`src/rtl/iee_pkg.sv`:
```
`timescale 1ns / 1ps

package iee_pkg;

    localparam int DATA_WIDTH   = 64;
    localparam int VALUE_WIDTH  = 64;
    localparam int CH_WIDTH     = 8;
    localparam int STATUS_WIDTH = 2;
    localparam int DEC_BASE     = 10;

    typedef logic [STATUS_WIDTH-1:0] t_status;

    localparam t_status ST_OK       = 2'd0;
    localparam t_status ST_DIVZERO  = 2'd1;
    localparam t_status ST_OVERFLOW = 2'd2;

    localparam logic [CH_WIDTH-1:0] CH_ZERO  = 8'h30;
    localparam logic [CH_WIDTH-1:0] CH_NINE  = 8'h39;
    localparam logic [CH_WIDTH-1:0] CH_SPACE = 8'h20;
    localparam logic [CH_WIDTH-1:0] CH_PLUS  = 8'h2b;
    localparam logic [CH_WIDTH-1:0] CH_MINUS = 8'h2d;
    localparam logic [CH_WIDTH-1:0] CH_STAR  = 8'h2a;
    localparam logic [CH_WIDTH-1:0] CH_SLASH = 8'h2f;

    typedef struct packed {
        logic [CH_WIDTH-1:0] ch;
        logic                last;
    } t_in_item;

    typedef struct packed {
        logic [VALUE_WIDTH-1:0] value;
        t_status                status;
    } t_out_item;

    typedef struct packed {
        logic start;
        logic div;
    } t_md_ctrl;

    typedef struct packed {
        logic    done;
        t_status err;
    } t_md_stat;

    // The first error of an expression wins.
    function automatic t_status f_merge(input t_status cur, input t_status nxt);
        return (cur != ST_OK) ? cur : nxt;
    endfunction

    function automatic logic f_is_digit(input logic [CH_WIDTH-1:0] ch);
        return (ch >= CH_ZERO) && (ch <= CH_NINE);
    endfunction

endpackage

```
`src/rtl/iee_stream_if.sv`:
```
`timescale 1ns / 1ps

interface iee_stream_if #(
    parameter type t_payload = logic
) ();
    logic     valid;
    logic     ready;
    t_payload payload;

    modport source (output valid, output payload, input ready);
    modport sink (input valid, input payload, output ready);
endinterface

```
`src/rtl/iee_muldiv.sv`:
```
`timescale 1ns / 1ps

module iee_muldiv #(
    parameter int DATA_WIDTH = iee_pkg::DATA_WIDTH
) (
    input  logic                   i_clk,
    input  logic                   i_rst_n,
    input  iee_pkg::t_md_ctrl      i_ctrl,
    input  logic [DATA_WIDTH-1:0]  i_a,
    input  logic [DATA_WIDTH-1:0]  i_b,
    output iee_pkg::t_md_stat      o_stat,
    output logic [DATA_WIDTH-1:0]  o_result
);

    localparam int CW = $clog2(DATA_WIDTH);

    typedef enum logic [2:0] {
        MD_IDLE = 3'b001,
        MD_RUN  = 3'b010,
        MD_FIN  = 3'b100
    } t_md_state;

    t_md_state             r_state, n_state;
    logic                  r_div, n_div;
    logic                  r_neg, n_neg;
    logic                  r_dz, n_dz;
    logic [DATA_WIDTH-1:0] r_dvsr, n_dvsr;
    logic [DATA_WIDTH-1:0] r_hi, n_hi;
    logic [DATA_WIDTH-1:0] r_lo, n_lo;
    logic [CW-1:0]         r_count, n_count;
    logic                  r_done, n_done;
    iee_pkg::t_status      r_err, n_err;
    logic [DATA_WIDTH-1:0] r_result, n_result;

    logic [DATA_WIDTH-1:0] w_mag_a;
    logic [DATA_WIDTH-1:0] w_mag_b;
    logic [DATA_WIDTH:0]   w_mul_sum;
    logic [DATA_WIDTH+1:0] w_trial;
    logic [DATA_WIDTH-1:0] w_neg_lo;
    logic                  w_mul_ovf;

    assign w_mag_a   = i_a[DATA_WIDTH-1] ? (~i_a + 1'b1) : i_a;
    assign w_mag_b   = i_b[DATA_WIDTH-1] ? (~i_b + 1'b1) : i_b;
    assign w_mul_sum = {1'b0, r_hi} + (r_lo[0] ? {1'b0, r_dvsr} : '0);
    assign w_trial   = {1'b0, r_hi, r_lo[DATA_WIDTH-1]} - {2'b00, r_dvsr};
    assign w_neg_lo  = ~r_lo + 1'b1;
    assign w_mul_ovf = (r_hi != '0) ||
                       (r_neg ? (r_lo[DATA_WIDTH-1] && (|r_lo[DATA_WIDTH-2:0]))
                              : r_lo[DATA_WIDTH-1]);

    always_comb begin
        n_state  = r_state;
        n_div    = r_div;
        n_neg    = r_neg;
        n_dz     = r_dz;
        n_dvsr   = r_dvsr;
        n_hi     = r_hi;
        n_lo     = r_lo;
        n_count  = r_count;
        n_done   = 1'b0;
        n_err    = r_err;
        n_result = r_result;
        case (r_state)
            MD_IDLE: begin
                if (i_ctrl.start) begin
                    n_div   = i_ctrl.div;
                    n_neg   = i_a[DATA_WIDTH-1] ^ i_b[DATA_WIDTH-1];
                    n_dz    = i_ctrl.div && (i_b == '0);
                    n_hi    = '0;
                    n_count = CW'(DATA_WIDTH - 1);
                    if (i_ctrl.div) begin
                        n_lo   = w_mag_a;
                        n_dvsr = w_mag_b;
                    end else begin
                        n_lo   = w_mag_b;
                        n_dvsr = w_mag_a;
                    end
                    n_state = (i_ctrl.div && (i_b == '0)) ? MD_FIN : MD_RUN;
                end
            end
            MD_RUN: begin
                if (r_div) begin
                    if (!w_trial[DATA_WIDTH+1]) begin
                        n_hi = w_trial[DATA_WIDTH-1:0];
                        n_lo = {r_lo[DATA_WIDTH-2:0], 1'b1};
                    end else begin
                        n_hi = {r_hi[DATA_WIDTH-2:0], r_lo[DATA_WIDTH-1]};
                        n_lo = {r_lo[DATA_WIDTH-2:0], 1'b0};
                    end
                end else begin
                    n_hi = w_mul_sum[DATA_WIDTH:1];
                    n_lo = {w_mul_sum[0], r_lo[DATA_WIDTH-1:1]};
                end
                n_count = r_count - 1'b1;
                if (r_count == '0) begin
                    n_state = MD_FIN;
                end
            end
            MD_FIN: begin
                n_done = 1'b1;
                if (r_dz) begin
                    n_result = '0;
                    n_err    = iee_pkg::ST_DIVZERO;
                end else if (r_div) begin
                    n_result = r_neg ? w_neg_lo : r_lo;
                    n_err    = (!r_neg && r_lo[DATA_WIDTH-1]) ? iee_pkg::ST_OVERFLOW
                                                              : iee_pkg::ST_OK;
                end else begin
                    n_result = r_neg ? w_neg_lo : r_lo;
                    n_err    = w_mul_ovf ? iee_pkg::ST_OVERFLOW : iee_pkg::ST_OK;
                end
                n_state = MD_IDLE;
            end
            default: begin
                n_state = MD_IDLE;
            end
        endcase
    end

    always_ff @(posedge i_clk) begin
        if (!i_rst_n) begin
            r_state <= MD_IDLE;
            r_done  <= 1'b0;
        end else begin
            r_state <= n_state;
            r_done  <= n_done;
        end
    end

    always_ff @(posedge i_clk) begin
        r_div    <= n_div;
        r_neg    <= n_neg;
        r_dz     <= n_dz;
        r_dvsr   <= n_dvsr;
        r_hi     <= n_hi;
        r_lo     <= n_lo;
        r_count  <= n_count;
        r_err    <= n_err;
        r_result <= n_result;
    end

    assign o_stat.done = r_done;
    assign o_stat.err  = r_err;
    assign o_result    = r_result;

endmodule

```
`src/rtl/infix_expression_evaluator.sv`:
```
// A space that is not last is taken without the multiply/divide unit; any other character waits
// for the radix-2 multiply/divide unit (one bit per cycle), which skips its run on a division by zero.
// A character flagged as last adds the final fold (a last space needs only that fold), and then
// the result register is loaded and holds the result until it is taken.
// Synchronous active-low reset clears the number, sum, modes and status, sets the product
// term to one and empties the output register.
`timescale 1ns / 1ps

module infix_expression_evaluator #(
    parameter int DATA_WIDTH = iee_pkg::DATA_WIDTH
) (
    input  logic          i_clk,
    input  logic          i_rst_n,
    iee_stream_if.sink    i_in,
    iee_stream_if.source  o_out
);

    typedef enum logic [4:0] {
        ST_IDLE  = 5'b00001,
        ST_DIGIT = 5'b00010,
        ST_FOLD  = 5'b00100,
        ST_TERM  = 5'b01000,
        ST_EMIT  = 5'b10000
    } t_state;

    t_state                             r_state, n_state;
    logic [DATA_WIDTH-1:0]              r_number, n_number;
    logic [DATA_WIDTH-1:0]              r_sum, n_sum;
    logic [DATA_WIDTH-1:0]              r_product, n_product;
    logic                               r_divide, n_divide;
    logic                               r_subtract, n_subtract;
    iee_pkg::t_status                   r_error, n_error;
    logic [iee_pkg::CH_WIDTH-1:0]       r_ch, n_ch;
    logic                               r_last, n_last;
    logic                               r_start, n_start;
    logic                               r_op_div, n_op_div;
    logic [DATA_WIDTH-1:0]              r_op_a, n_op_a;
    logic [DATA_WIDTH-1:0]              r_op_b, n_op_b;
    logic [DATA_WIDTH-1:0]              r_final, n_final;
    iee_pkg::t_status                   r_final_status, n_final_status;
    logic                               r_out_valid, n_out_valid;
    logic [iee_pkg::VALUE_WIDTH-1:0]    r_out_value, n_out_value;
    iee_pkg::t_status                   r_out_status, n_out_status;

    iee_pkg::t_md_ctrl                  w_md_ctrl;
    iee_pkg::t_md_stat                  w_md_stat;
    logic [DATA_WIDTH-1:0]              w_md_result;
    logic                               w_in_accept;
    logic [DATA_WIDTH-1:0]              w_digit;
    logic [DATA_WIDTH:0]                w_digit_res;
    logic [DATA_WIDTH:0]                w_sum_res;
    iee_pkg::t_status                   w_err_md;
    iee_pkg::t_status                   w_err_digit;
    iee_pkg::t_status                   w_err_sum;
    logic                               w_is_addsub;
    logic                               w_is_muldiv;

    // Returns the overflow flag above the wrapped sum or difference.
    function automatic logic [DATA_WIDTH:0] f_addsub(
        input logic [DATA_WIDTH-1:0] a,
        input logic [DATA_WIDTH-1:0] b,
        input logic                  sub
    );
        logic [DATA_WIDTH-1:0] r;
        logic                  ovf;
        r   = sub ? (a - b) : (a + b);
        ovf = sub ? ((a[DATA_WIDTH-1] ^ b[DATA_WIDTH-1]) & (a[DATA_WIDTH-1] ^ r[DATA_WIDTH-1]))
                  : (~(a[DATA_WIDTH-1] ^ b[DATA_WIDTH-1]) & (a[DATA_WIDTH-1] ^ r[DATA_WIDTH-1]));
        return {ovf, r};
    endfunction

    iee_muldiv #(
        .DATA_WIDTH (DATA_WIDTH)
    ) u_muldiv (
        .i_clk    (i_clk),
        .i_rst_n  (i_rst_n),
        .i_ctrl   (w_md_ctrl),
        .i_a      (r_op_a),
        .i_b      (r_op_b),
        .o_stat   (w_md_stat),
        .o_result (w_md_result)
    );

    assign w_md_ctrl.start = r_start;
    assign w_md_ctrl.div   = r_op_div;

    assign i_in.ready  = (r_state == ST_IDLE);
    assign w_in_accept = i_in.valid && (r_state == ST_IDLE);

    assign w_digit     = DATA_WIDTH'(8'(r_ch - iee_pkg::CH_ZERO));
    assign w_digit_res = f_addsub(w_md_result, w_digit, 1'b0);
    assign w_sum_res   = f_addsub(r_sum, w_md_result, r_subtract);
    assign w_err_md    = iee_pkg::f_merge(r_error, w_md_stat.err);
    assign w_err_digit = iee_pkg::f_merge(w_err_md, w_digit_res[DATA_WIDTH] ?
                                          iee_pkg::ST_OVERFLOW : iee_pkg::ST_OK);
    assign w_err_sum   = iee_pkg::f_merge(w_err_md, w_sum_res[DATA_WIDTH] ?
                                          iee_pkg::ST_OVERFLOW : iee_pkg::ST_OK);
    assign w_is_addsub = (r_ch == iee_pkg::CH_PLUS) || (r_ch == iee_pkg::CH_MINUS);
    assign w_is_muldiv = (r_ch == iee_pkg::CH_STAR) || (r_ch == iee_pkg::CH_SLASH);

    always_comb begin
        n_state        = r_state;
        n_number       = r_number;
        n_sum          = r_sum;
        n_product      = r_product;
        n_divide       = r_divide;
        n_subtract     = r_subtract;
        n_error        = r_error;
        n_ch           = r_ch;
        n_last         = r_last;
        n_start        = 1'b0;
        n_op_div       = r_op_div;
        n_op_a         = r_op_a;
        n_op_b         = r_op_b;
        n_final        = r_final;
        n_final_status = r_final_status;
        n_out_valid    = r_out_valid && !o_out.ready;
        n_out_value    = r_out_value;
        n_out_status   = r_out_status;
        case (r_state)
            ST_IDLE: begin
                if (w_in_accept) begin
                    n_ch   = i_in.payload.ch;
                    n_last = i_in.payload.last;
                    if (iee_pkg::f_is_digit(i_in.payload.ch)) begin
                        n_start  = 1'b1;
                        n_op_div = 1'b0;
                        n_op_a   = r_number;
                        n_op_b   = DATA_WIDTH'(iee_pkg::DEC_BASE);
                        n_state  = ST_DIGIT;
                    end else if (i_in.payload.ch != iee_pkg::CH_SPACE ||
                                 i_in.payload.last) begin
                        n_start  = 1'b1;
                        n_op_div = r_divide;
                        n_op_a   = r_product;
                        n_op_b   = r_number;
                        n_state  = (i_in.payload.ch != iee_pkg::CH_SPACE) ? ST_FOLD : ST_TERM;
                    end
                end
            end
            ST_DIGIT: begin
                if (w_md_stat.done) begin
                    n_number = w_digit_res[DATA_WIDTH-1:0];
                    n_error  = w_err_digit;
                    if (r_last) begin
                        n_start  = 1'b1;
                        n_op_div = r_divide;
                        n_op_a   = r_product;
                        n_op_b   = w_digit_res[DATA_WIDTH-1:0];
                        n_state  = ST_TERM;
                    end else begin
                        n_state = ST_IDLE;
                    end
                end
            end
            ST_FOLD: begin
                if (w_md_stat.done) begin
                    n_number  = '0;
                    n_product = w_md_result;
                    n_error   = w_err_md;
                    if (w_is_addsub) begin
                        n_sum      = w_sum_res[DATA_WIDTH-1:0];
                        n_error    = w_err_sum;
                        n_subtract = (r_ch == iee_pkg::CH_MINUS);
                        n_product  = DATA_WIDTH'(1);
                        n_divide   = 1'b0;
                    end else if (w_is_muldiv) begin
                        n_divide = (r_ch == iee_pkg::CH_SLASH);
                    end
                    if (r_last) begin
                        n_start  = 1'b1;
                        n_op_div = n_divide;
                        n_op_a   = n_product;
                        n_op_b   = '0;
                        n_state  = ST_TERM;
                    end else begin
                        n_state = ST_IDLE;
                    end
                end
            end
            ST_TERM: begin
                if (w_md_stat.done) begin
                    n_final        = w_sum_res[DATA_WIDTH-1:0];
                    n_final_status = w_err_sum;
                    n_state        = ST_EMIT;
                end
            end
            ST_EMIT: begin
                if (!r_out_valid || o_out.ready) begin
                    n_out_valid  = 1'b1;
                    n_out_value  = iee_pkg::VALUE_WIDTH'($signed(r_final));
                    n_out_status = r_final_status;
                    n_number     = '0;
                    n_sum        = '0;
                    n_product    = DATA_WIDTH'(1);
                    n_divide     = 1'b0;
                    n_subtract   = 1'b0;
                    n_error      = iee_pkg::ST_OK;
                    n_state      = ST_IDLE;
                end
            end
            default: begin
                n_state = ST_IDLE;
            end
        endcase
    end

    always_ff @(posedge i_clk) begin
        if (!i_rst_n) begin
            r_state     <= ST_IDLE;
            r_number    <= '0;
            r_sum       <= '0;
            r_product   <= DATA_WIDTH'(1);
            r_divide    <= 1'b0;
            r_subtract  <= 1'b0;
            r_error     <= iee_pkg::ST_OK;
            r_start     <= 1'b0;
            r_out_valid <= 1'b0;
        end else begin
            r_state     <= n_state;
            r_number    <= n_number;
            r_sum       <= n_sum;
            r_product   <= n_product;
            r_divide    <= n_divide;
            r_subtract  <= n_subtract;
            r_error     <= n_error;
            r_start     <= n_start;
            r_out_valid <= n_out_valid;
        end
    end

    always_ff @(posedge i_clk) begin
        r_ch           <= n_ch;
        r_last         <= n_last;
        r_op_div       <= n_op_div;
        r_op_a         <= n_op_a;
        r_op_b         <= n_op_b;
        r_final        <= n_final;
        r_final_status <= n_final_status;
        r_out_value    <= n_out_value;
        r_out_status   <= n_out_status;
    end

    assign o_out.valid          = r_out_valid;
    assign o_out.payload.value  = r_out_value;
    assign o_out.payload.status = r_out_status;

endmodule

```
`src/flat_wrapper.sv`:
```
// flat-port wrapper written by rule: the top's interface ports become plain ports
module infix_expression_evaluator_flat import iee_pkg::*;
#(
    parameter int DATA_WIDTH = iee_pkg::DATA_WIDTH
)
  (i_clk, i_rst_n, i_in_valid, i_in_payload, i_in_ready, o_out_valid, o_out_payload, o_out_ready);
  iee_stream_if #(.t_payload(t_in_item)) i_in_i ();
  iee_stream_if #(.t_payload(t_out_item)) o_out_i ();
  input  logic i_clk;
  input  logic i_rst_n;
  input wire logic [$bits(i_in_i.valid)-1:0] i_in_valid;
  input wire logic [$bits(i_in_i.payload)-1:0] i_in_payload;
  output wire logic [$bits(i_in_i.ready)-1:0] i_in_ready;
  output wire logic [$bits(o_out_i.valid)-1:0] o_out_valid;
  output wire logic [$bits(o_out_i.payload)-1:0] o_out_payload;
  input wire logic [$bits(o_out_i.ready)-1:0] o_out_ready;
  assign i_in_i.valid = i_in_valid;
  assign i_in_i.payload = i_in_payload;
  assign i_in_ready = i_in_i.ready;
  assign o_out_valid = o_out_i.valid;
  assign o_out_payload = o_out_i.payload;
  assign o_out_i.ready = o_out_ready;
  infix_expression_evaluator #(.DATA_WIDTH(DATA_WIDTH)) u_core (.i_clk(i_clk), .i_rst_n(i_rst_n), .i_in(i_in_i), .o_out(o_out_i));
endmodule
```
`config.mk`:
```
export PLATFORM = sky130hd
export DESIGN_NAME = infix_expression_evaluator_flat
export DESIGN_NICKNAME = d
export VERILOG_FILES = /design/src/rtl/iee_pkg.sv /design/src/rtl/iee_stream_if.sv /design/src/rtl/iee_muldiv.sv /design/src/rtl/infix_expression_evaluator.sv /design/src/flat_wrapper.sv
export SDC_FILE = /design/constraint.sdc
export NUM_CORES = 2
export LEC_CHECK = 0
export BUFFER_PORTS_ARGS = -buffer_cell sky130_fd_sc_hd__buf_2
export CAP_MARGIN = 20
export CELL_PAD_IN_SITES_DETAIL_PLACEMENT = 1
export CELL_PAD_IN_SITES_GLOBAL_PLACEMENT = 1
export CORE_AREA = 4 4 225 446
export DETAILED_ROUTE_END_ITERATION = 7
export DIE_AREA = 0 0 229 450
export PLACE_DENSITY_LB_ADDON = 0.1
export SKIP_CTS_REPAIR_TIMING = 1
export SYNTH_ARGS = -nofsm -noshare
export SYNTH_HDL_FRONTEND = slang
export SYNTH_SLANG_ARGS = --single-unit
export TNS_END_PERCENT = 1
```
`constraint.sdc`:
```
create_clock -name i_clk -period 11.44 [get_ports i_clk]
set_input_delay 1.716 -clock i_clk [delete_from_list [all_inputs] [get_ports i_clk]]
set_output_delay 1.716 -clock i_clk [all_outputs]
set_load 0.05 [all_outputs]
```
# Word level (Yosys, flattened, before mapping)

Cells that the tools add are included.

Add/sub/neg operators: 10
Magnitude comparators: 2
Equality and inequality tests: 25
Mux-type cells: 97
Bitwise operators: 12
Reduce and logical (&&, ||, !) cells: 36

Operator list:

| operator                | number |
|---|---|
| $mux W64                | 34 |
| $pmux W64 S3            | 3 |
| $pmux W64 S2            | 4 |
| $add A64 B1 Y64 const B | 3 |
| $not A64 Y64            | 3 |
| $sub A65 B64 Y66        | 1 |
| $add A64 B64 Y65        | 1 |
| $add A64 B64 Y64        | 1 |
| $add A64 B8 Y64         | 1 |
| $logic_not A64 Y1       | 1 |
| $reduce_bool A64 Y1     | 1 |
| $sub A64 B64 Y64        | 1 |
| $reduce_or A63 Y1       | 1 |
| $eq A8 B6 Y1 const B    | 4 |
| $mux W5                 | 6 |
| $mux W1                 | 24 |
| $mux W2                 | 12 |
| $pmux W5 S4             | 1 |
| $ne A2 B1 Y1 const B    | 7 |
| $pmux W6 S2             | 1 |
| $reduce_and A2 Y1       | 6 |
| $mux W3                 | 3 |
| $ge A8 B6 Y1 const B    | 1 |
| $le A8 B6 Y1 const B    | 1 |
| 33 further kinds        | 61 |

Register bits: 744
Input port bits: 13

# Logic depth before layout (Yosys ltp)

Word-level depth: 10
Gate-level depth with buffers: 25
Depth with buffers taken out: 24

# Cells and area by module

A second synthesis with hierarchy kept.

Cells, all modules: 5315
Area total of the unflattened synthesis: 48572.8 um2

Modules (own cells, without submodules):

| module                     | instances | cells an instance | area an instance (um2) | seq. area each (um2) |
|---|---|---|---|---|
| iee_muldiv                 | 1         | 2948              | 24911.4                | 8097.8 |
| infix_expression_evaluator | 1         | 2367              | 23661.4                | 12171.7 |

# Least setup slack after synthesis

Ideal clock, no wire load.

Kind: input port to flip-flop
From: input port i_in_payload[6]
To: register u_core.r_start
Library setup time: 0.097 ns
Data arrival time: 8.998 ns
Setup slack: 2.345 ns
Cell stages on the path: 5
Buffers on the path: 0
Cells stage by stage: nor3b_1 nand3_1 o21ai_0 a21oi_1 and3_1

Cells in the longest elaborated chain, start to end: 6
Elaborated cells on any way between the ends: 9
Classes of those cells: order compare: 2; eq/ne: 1; mux: 4; reduce/logical: 2

RTL lines:

| item                                                                 | line                              | source |
|---|---|---|
| start, declared                                                      | flat_wrapper.sv:12                | `input wire logic [$bits(i_in_i.payload)-1:0] i_in_payload;` |
| parallel branches: the longest is 3 deep, another holds $ge A8 B6 Y1 | --                                |  |
| $mux W1 *                                                            | infix_expression_evaluator.sv:125 | `if (iee_pkg::f_is_digit(i_in.payload.ch)) begin` |
| $mux W1 *                                                            | infix_expression_evaluator.sv:122 | `if (w_in_accept) begin` |
| $pmux W1 S2 *                                                        | infix_expression_evaluator.sv:120 | `case (r_state)` |
| end signal, assigned                                                 | infix_expression_evaluator.sv:227 | `r_start <= n_start;` |
| end, declared                                                        | infix_expression_evaluator.sv:35  | `logic r_start, n_start;` |

Every way passes the cells marked *.
A chain may end at the register's enable or synchronous reset.

# Worst setup path after layout

From: register u_core.u_muldiv.r_result[5] (netlist: u_core.u_muldiv.o_result[5])
To: register u_core.r_final_status[1], data pin

Cells in the longest elaborated chain, start to end: 7
Elaborated cells on any way between the ends: 9
Classes of those cells: add/sub: 2; mux: 4; bitwise: 3

RTL lines:

| item                                                        | line                                                               | source |
|---|---|---|
| start, declared                                             | iee_muldiv.sv:33                                                   | `logic [DATA_WIDTH-1:0] r_result, n_result;` |
| start signal, assigned                                      | iee_muldiv.sv:139                                                  | `r_result <= n_result;` |
| $add A64 B64 Y64 / $sub A64 B64 Y64 (equally long branches) | infix_expression_evaluator.sv:66                                   | `r = sub ? (a - b) : (a + b);` |
| $mux W64 *                                                  | infix_expression_evaluator.sv:66                                   |  |
| named net u_core.w_sum_res[63]                              | infix_expression_evaluator.sv:51                                   | `logic [DATA_WIDTH:0] w_sum_res;` |
| $xor A1 B1 Y1 *                                             | infix_expression_evaluator.sv:67, infix_expression_evaluator.sv:68 |  |
| $and A1 B1 Y1 (on tied branches)                            | infix_expression_evaluator.sv:68, infix_expression_evaluator.sv:67 |  |
| $mux W1 *                                                   | infix_expression_evaluator.sv:67                                   | `ovf = sub ? ((a[DATA_WIDTH-1] ^ b[DATA_WIDTH-1]) & (a[DATA_WIDTH-1] ^ r[DATA_WIDTH-1]))` |
| $mux W2 *                                                   | infix_expression_evaluator.sv:96                                   | `assign w_err_sum = iee_pkg::f_merge(w_err_md, w_sum_res[DATA_WIDTH] ?` |
| $mux W2 *                                                   | iee_pkg.sv:47                                                      | `return (cur != ST_OK) ? cur : nxt;` |
| named net u_core.w_err_sum[1]                               | infix_expression_evaluator.sv:54                                   | `iee_pkg::t_status w_err_sum;` |
| end signal, assigned                                        | infix_expression_evaluator.sv:239                                  | `r_final_status <= n_final_status;` |
| end, declared                                               | infix_expression_evaluator.sv:40                                   | `iee_pkg::t_status r_final_status, n_final_status;` |

Mark *: on every way through the listed nets, which the timed path passes. The rest lies on a longest branch.

==> impl_results.md <==
- Crit-path slowest cell: or4_1
- Area post-placement: 0.0494 mm²
- CTS buffer count: 70
- Row count: 161
- Gpl congestion: 0.954
- Reg-to-reg endpoint: u_core.r_final_status[1]
- Clk root buf: clkbuf_16
- Async set or reset register ratio after synthesis: 0
- Seq/Total Area, Yosys: 0.421
- H-tree levels: 3
- Post-synth EDFFs: 537
- Internal Pwr Total: 7.17 mW
- Crit path top cell by count: a21o_1
- Req. time, crit path: 11.85 ns
- Worst-path clk slew: 0.07 ns
- Die area: 0.103 mm²
- Die X: 229 µm
- CP endpoint: u_core.r_final_status[1]
- Detailed-route wire length: 162000 µm
- Worst Hold Class: flop to flop
- Net Switching: 5.49 mW
- Iter 0 DRT Violations: 2849
- Global-route wire length before repair: 250000 µm
- Design area: 0.0517 mm²
- # IOs: 81
- Worst-path fanout max: 9
- Syn Nets: 5463
- Worst rel slew slack: 0.229
- R2R cell count: 22
- Switching share of total power: 0.434
- Total track usage: 0.306
- Fin. Hold Viols: 0
- DP HPWL: 121000 µm
- Largest stage delay on the critical path: 0.64 ns
- Sink Count: 744
- Clock latency on the worst-skew pair: 0.67 ns
- Ratio of cells with drive above 1 in the final layout: 0.0621
- Post-DR vias/cell: 6.32
- Worst-Margin Slew: 1.14 ns
- DRC Markers: 0
- Starting Density: 0.498
- Arrival time at the worst endpoint: 7.31 ns
- Cell variety after synth: 86
- Logic gate share of total power: 0.463
- Routed len/inst: 25.3 µm
- Area Overhead vs Synth: 7.42%
- PwrDens: 245 mW/mm²
- Critical path depth in cells: 22
- CTS tree: yes
- Critical path type: flop to flop
- Layout Cells excl Fill: 6395
- Nets: 5338
- #FFs+latches synth: 744
- Skew final: 0.0276 ns
- Status: finished, final reports clean
- Clock power frac: 0.194
- Drt first pass iters: 6
- Avg Cell Area, Syn: 9.20 µm²
- CP startpoint kind: flop
- Fillers: 11000
- Vias in the first global route: 43200
- Tcrit/Tclk final: 0.603
- Reg power frac: 0.342
- Largest net degree at the start of global routing: 109
- Crit-path cells: or4_1 > nor4_1 > nor3b_1 > and2_1 > nand2_1 > nor4_1 > buf_4 > a21o_1 > o21ai_0 > nor2_1 > xor2_1 > ha_1 > a21o_1 > a21o_1 > a21oi_1 > o221ai_1 > a21oi_1 > o21ai_0 > or4_1 > and3_1 > mux2i_1 > a211o_1
- Peak Freq: 145 MHz
- Post-DRT Antenna Nets: 0
- Worst Setup End Kind: flop
- Reg area: 0.0203 mm²
- Inst Count DP: 6262
- Count of pins over their slew limit: 0
- Buf/Inv on CP: 1
- CTS max path bufs: 3
- Maxcap violations: 0
- Final setup fails: 0
- Multi-input gate area: 0.0259 mm²
- Total Neg Setup Slack: 0 ns
- Flop2flop setup slack: 4.55 ns
- DIE HEIGHT: 450 µm
- Peak supply drop: 0.144 mV
- Tmin final: 6.89 ns
- Core Area: 0.0967 mm²
- Yosys warns: 0
- Top_reg_cell synth: edfxtp_1
- LEAKAGE: 19.7 nW
- Routed vias: 40400
- PortBufs: 80
- RSZ-0062 raised after global routing: false
- Crit path max-delay family: simple AND/OR/NAND/NOR gates
- Synth Instances: 5238
- Initial antenna violation count: 2
- CP startpoint: u_core.u_muldiv.o_result[5]
- Reg-to-Reg Start: u_core.u_muldiv.o_result[5]
- Remaining global-route overflow: 0
- Post-Syn Area: 0.0482 mm²
[state kept, by name (all words and copies together) (netlist names), 2 cells and up]
signal and count:
u_core.r_number 64, u_core.u_muldiv.r_state 3, u_core.r_error 2, u_core.u_muldiv.o_result 64, u_core.r_state 5, u_core.u_muldiv.r_dvsr 64, u_core.r_ch 8, u_core.r_out_status 2
u_core.r_op_a 64, u_core.r_out_value 64, u_core.u_muldiv.r_err 2, u_core.r_final 64, u_core.u_muldiv.r_lo 64, u_core.r_op_b 64, u_core.r_product 64, u_core.r_sum 64
u_core.u_muldiv.r_count 6, u_core.u_muldiv.r_hi 64, u_core.r_final_status 2
[final cells by class]
class | count | area share
timing repair buffer | 139 | 0.0170
tap | 1222 | 0.0295
clock inverter | 42 | 0.00793
inverter | 229 | 0.0166
clock buffer | 88 | 0.0374
antenna | 2 | 0.0000967
multi-input combinational | 3929 | 0.500
sequential | 744 | 0.392
[kinds of logic (layout without fill, tap and decap cells)]
family | after synthesis | after routing | share of synthesized area
AND/OR/NAND/NOR | 1629 | 1629 | 0.164
AO/OA/AOI/OAI | 1473 | 1473 | 0.200
flip-flops | 744 | 744 | 0.421
buffers and inverters | 565 | 498 | 0.0448
XOR/XNOR | 478 | 478 | 0.0869
adder cells (fa/ha/maj) | 212 | 212 | 0.0557
multiplexers | 137 | 137 | 0.0285
other | 0 | 2 | 0
[routing by layer]
layer | vias up | track usage | part of all wire | wire length, µm
met4 | 0 | 0.177 | 0.066 | 10700
li1 | 19000 | - | - | -
met5 | - | 0 | 0 | 0
met2 | 976 | 0.577 | 0.53 | 86200
met1 | 20100 | 0.330 | 0.37 | 60100
met3 | 386 | 0.0297 | 0.032 | 5210
[layout by cell type, fill, tap and decap left out, drive strengths merged, types with 46 or more instances in the layout]
cell type and instances:
o211ai 68, mux2i 137, nand2 531, a222oi 65, o21ai 341, nand3 84
nand4 65, ha 208, or3 55, inv 241, o31ai 73, edfxtp 537
nor4 65, buf 139, nor2 376, o21bai 54, nor3 97, a21o 88
a31oi 46, clkbuf 88, dfxtp 207, and3 52, a22oi 112, a21oi 382
xnor2 232, nor2b 144, xor2 246
[power by group through the flow]
stage	combinational, mW	clock, mW	sequential (mW)
2_1_floorplan	4.20	0	4.27
3_3_place_gp	5.62	0	4.34
3_5_place_dp	5.76	0	4.37
4_1_cts	5.81	2.51	4.32
5_1_grt	6.44	2.61	4.39
6_report	5.86	2.46	4.33
[synth_stat cells (11+ instances only)]
library cell | number | area, µm²
nand4_1 | 65 | 407
a21oi_1 | 382 | 1910
a22o_1 | 34 | 298
inv_1 | 228 | 856
clkbuf_1 | 296 | 1110
dfxtp_1 | 207 | 4140
or3_1 | 48 | 300
nor4_1 | 65 | 407
nor2b_1 | 144 | 901
a21boi_0 | 14 | 105
nor3b_1 | 11 | 82.6
or2_2 | 16 | 100
o21ai_0 | 340 | 1700
mux2i_1 | 137 | 1370
and3_1 | 52 | 325
or4_1 | 40 | 300
xnor2_1 | 232 | 2030
o21bai_1 | 54 | 405
nand3_1 | 84 | 420
nor2_1 | 376 | 1410
o41ai_1 | 29 | 254
o211ai_1 | 68 | 510
a31oi_1 | 46 | 288
nor3_1 | 97 | 485
ha_1 | 208 | 2600
a222oi_1 | 65 | 651
o31ai_1 | 71 | 533
edfxtp_1 | 537 | 16100
nand2b_1 | 24 | 150
a211o_1 | 11 | 96.3
and2_1 | 36 | 225
nand2_1 | 531 | 1990
a311oi_1 | 16 | 140
a21o_1 | 88 | 661
xor2_1 | 246 | 2150
a211oi_1 | 20 | 150
o21a_1 | 35 | 263
a22oi_1 | 112 | 841
buf_1 | 33 | 124
[how the worst min path moves through the flow]
stage                                  start                      to  slack (ns)  depth (start not counted)
global route              u_core.r_final[22]  u_core.r_out_value[22]        0.43                          0
CTS                       u_core.r_final[22]  u_core.r_out_value[22]        0.41                          0
finish                    u_core.r_final[22]  u_core.r_out_value[22]        0.41                          0
global placement          u_core.r_final[13]  u_core.r_out_value[13]        0.40                          0
floorplan           u_core.r_final_status[0]  u_core.r_out_status[0]        0.40                          0
detailed placement        u_core.r_final[19]  u_core.r_out_value[19]        0.41                          0
[through the flow]
stage          power [mW]  hold WS, ns  worst slack, ns   util
2_1_floorplan        8.47        0.400             2.34      -
3_3_place_gp         9.96        0.401             4.62  0.511
3_5_place_dp         10.1        0.405             4.50  0.511
4_1_cts              12.6        0.408             4.47  0.535
5_1_grt              13.4        0.432             4.11  0.535
6_report             12.7        0.407             4.55  0.535
(Power assumes the default switching activity.)
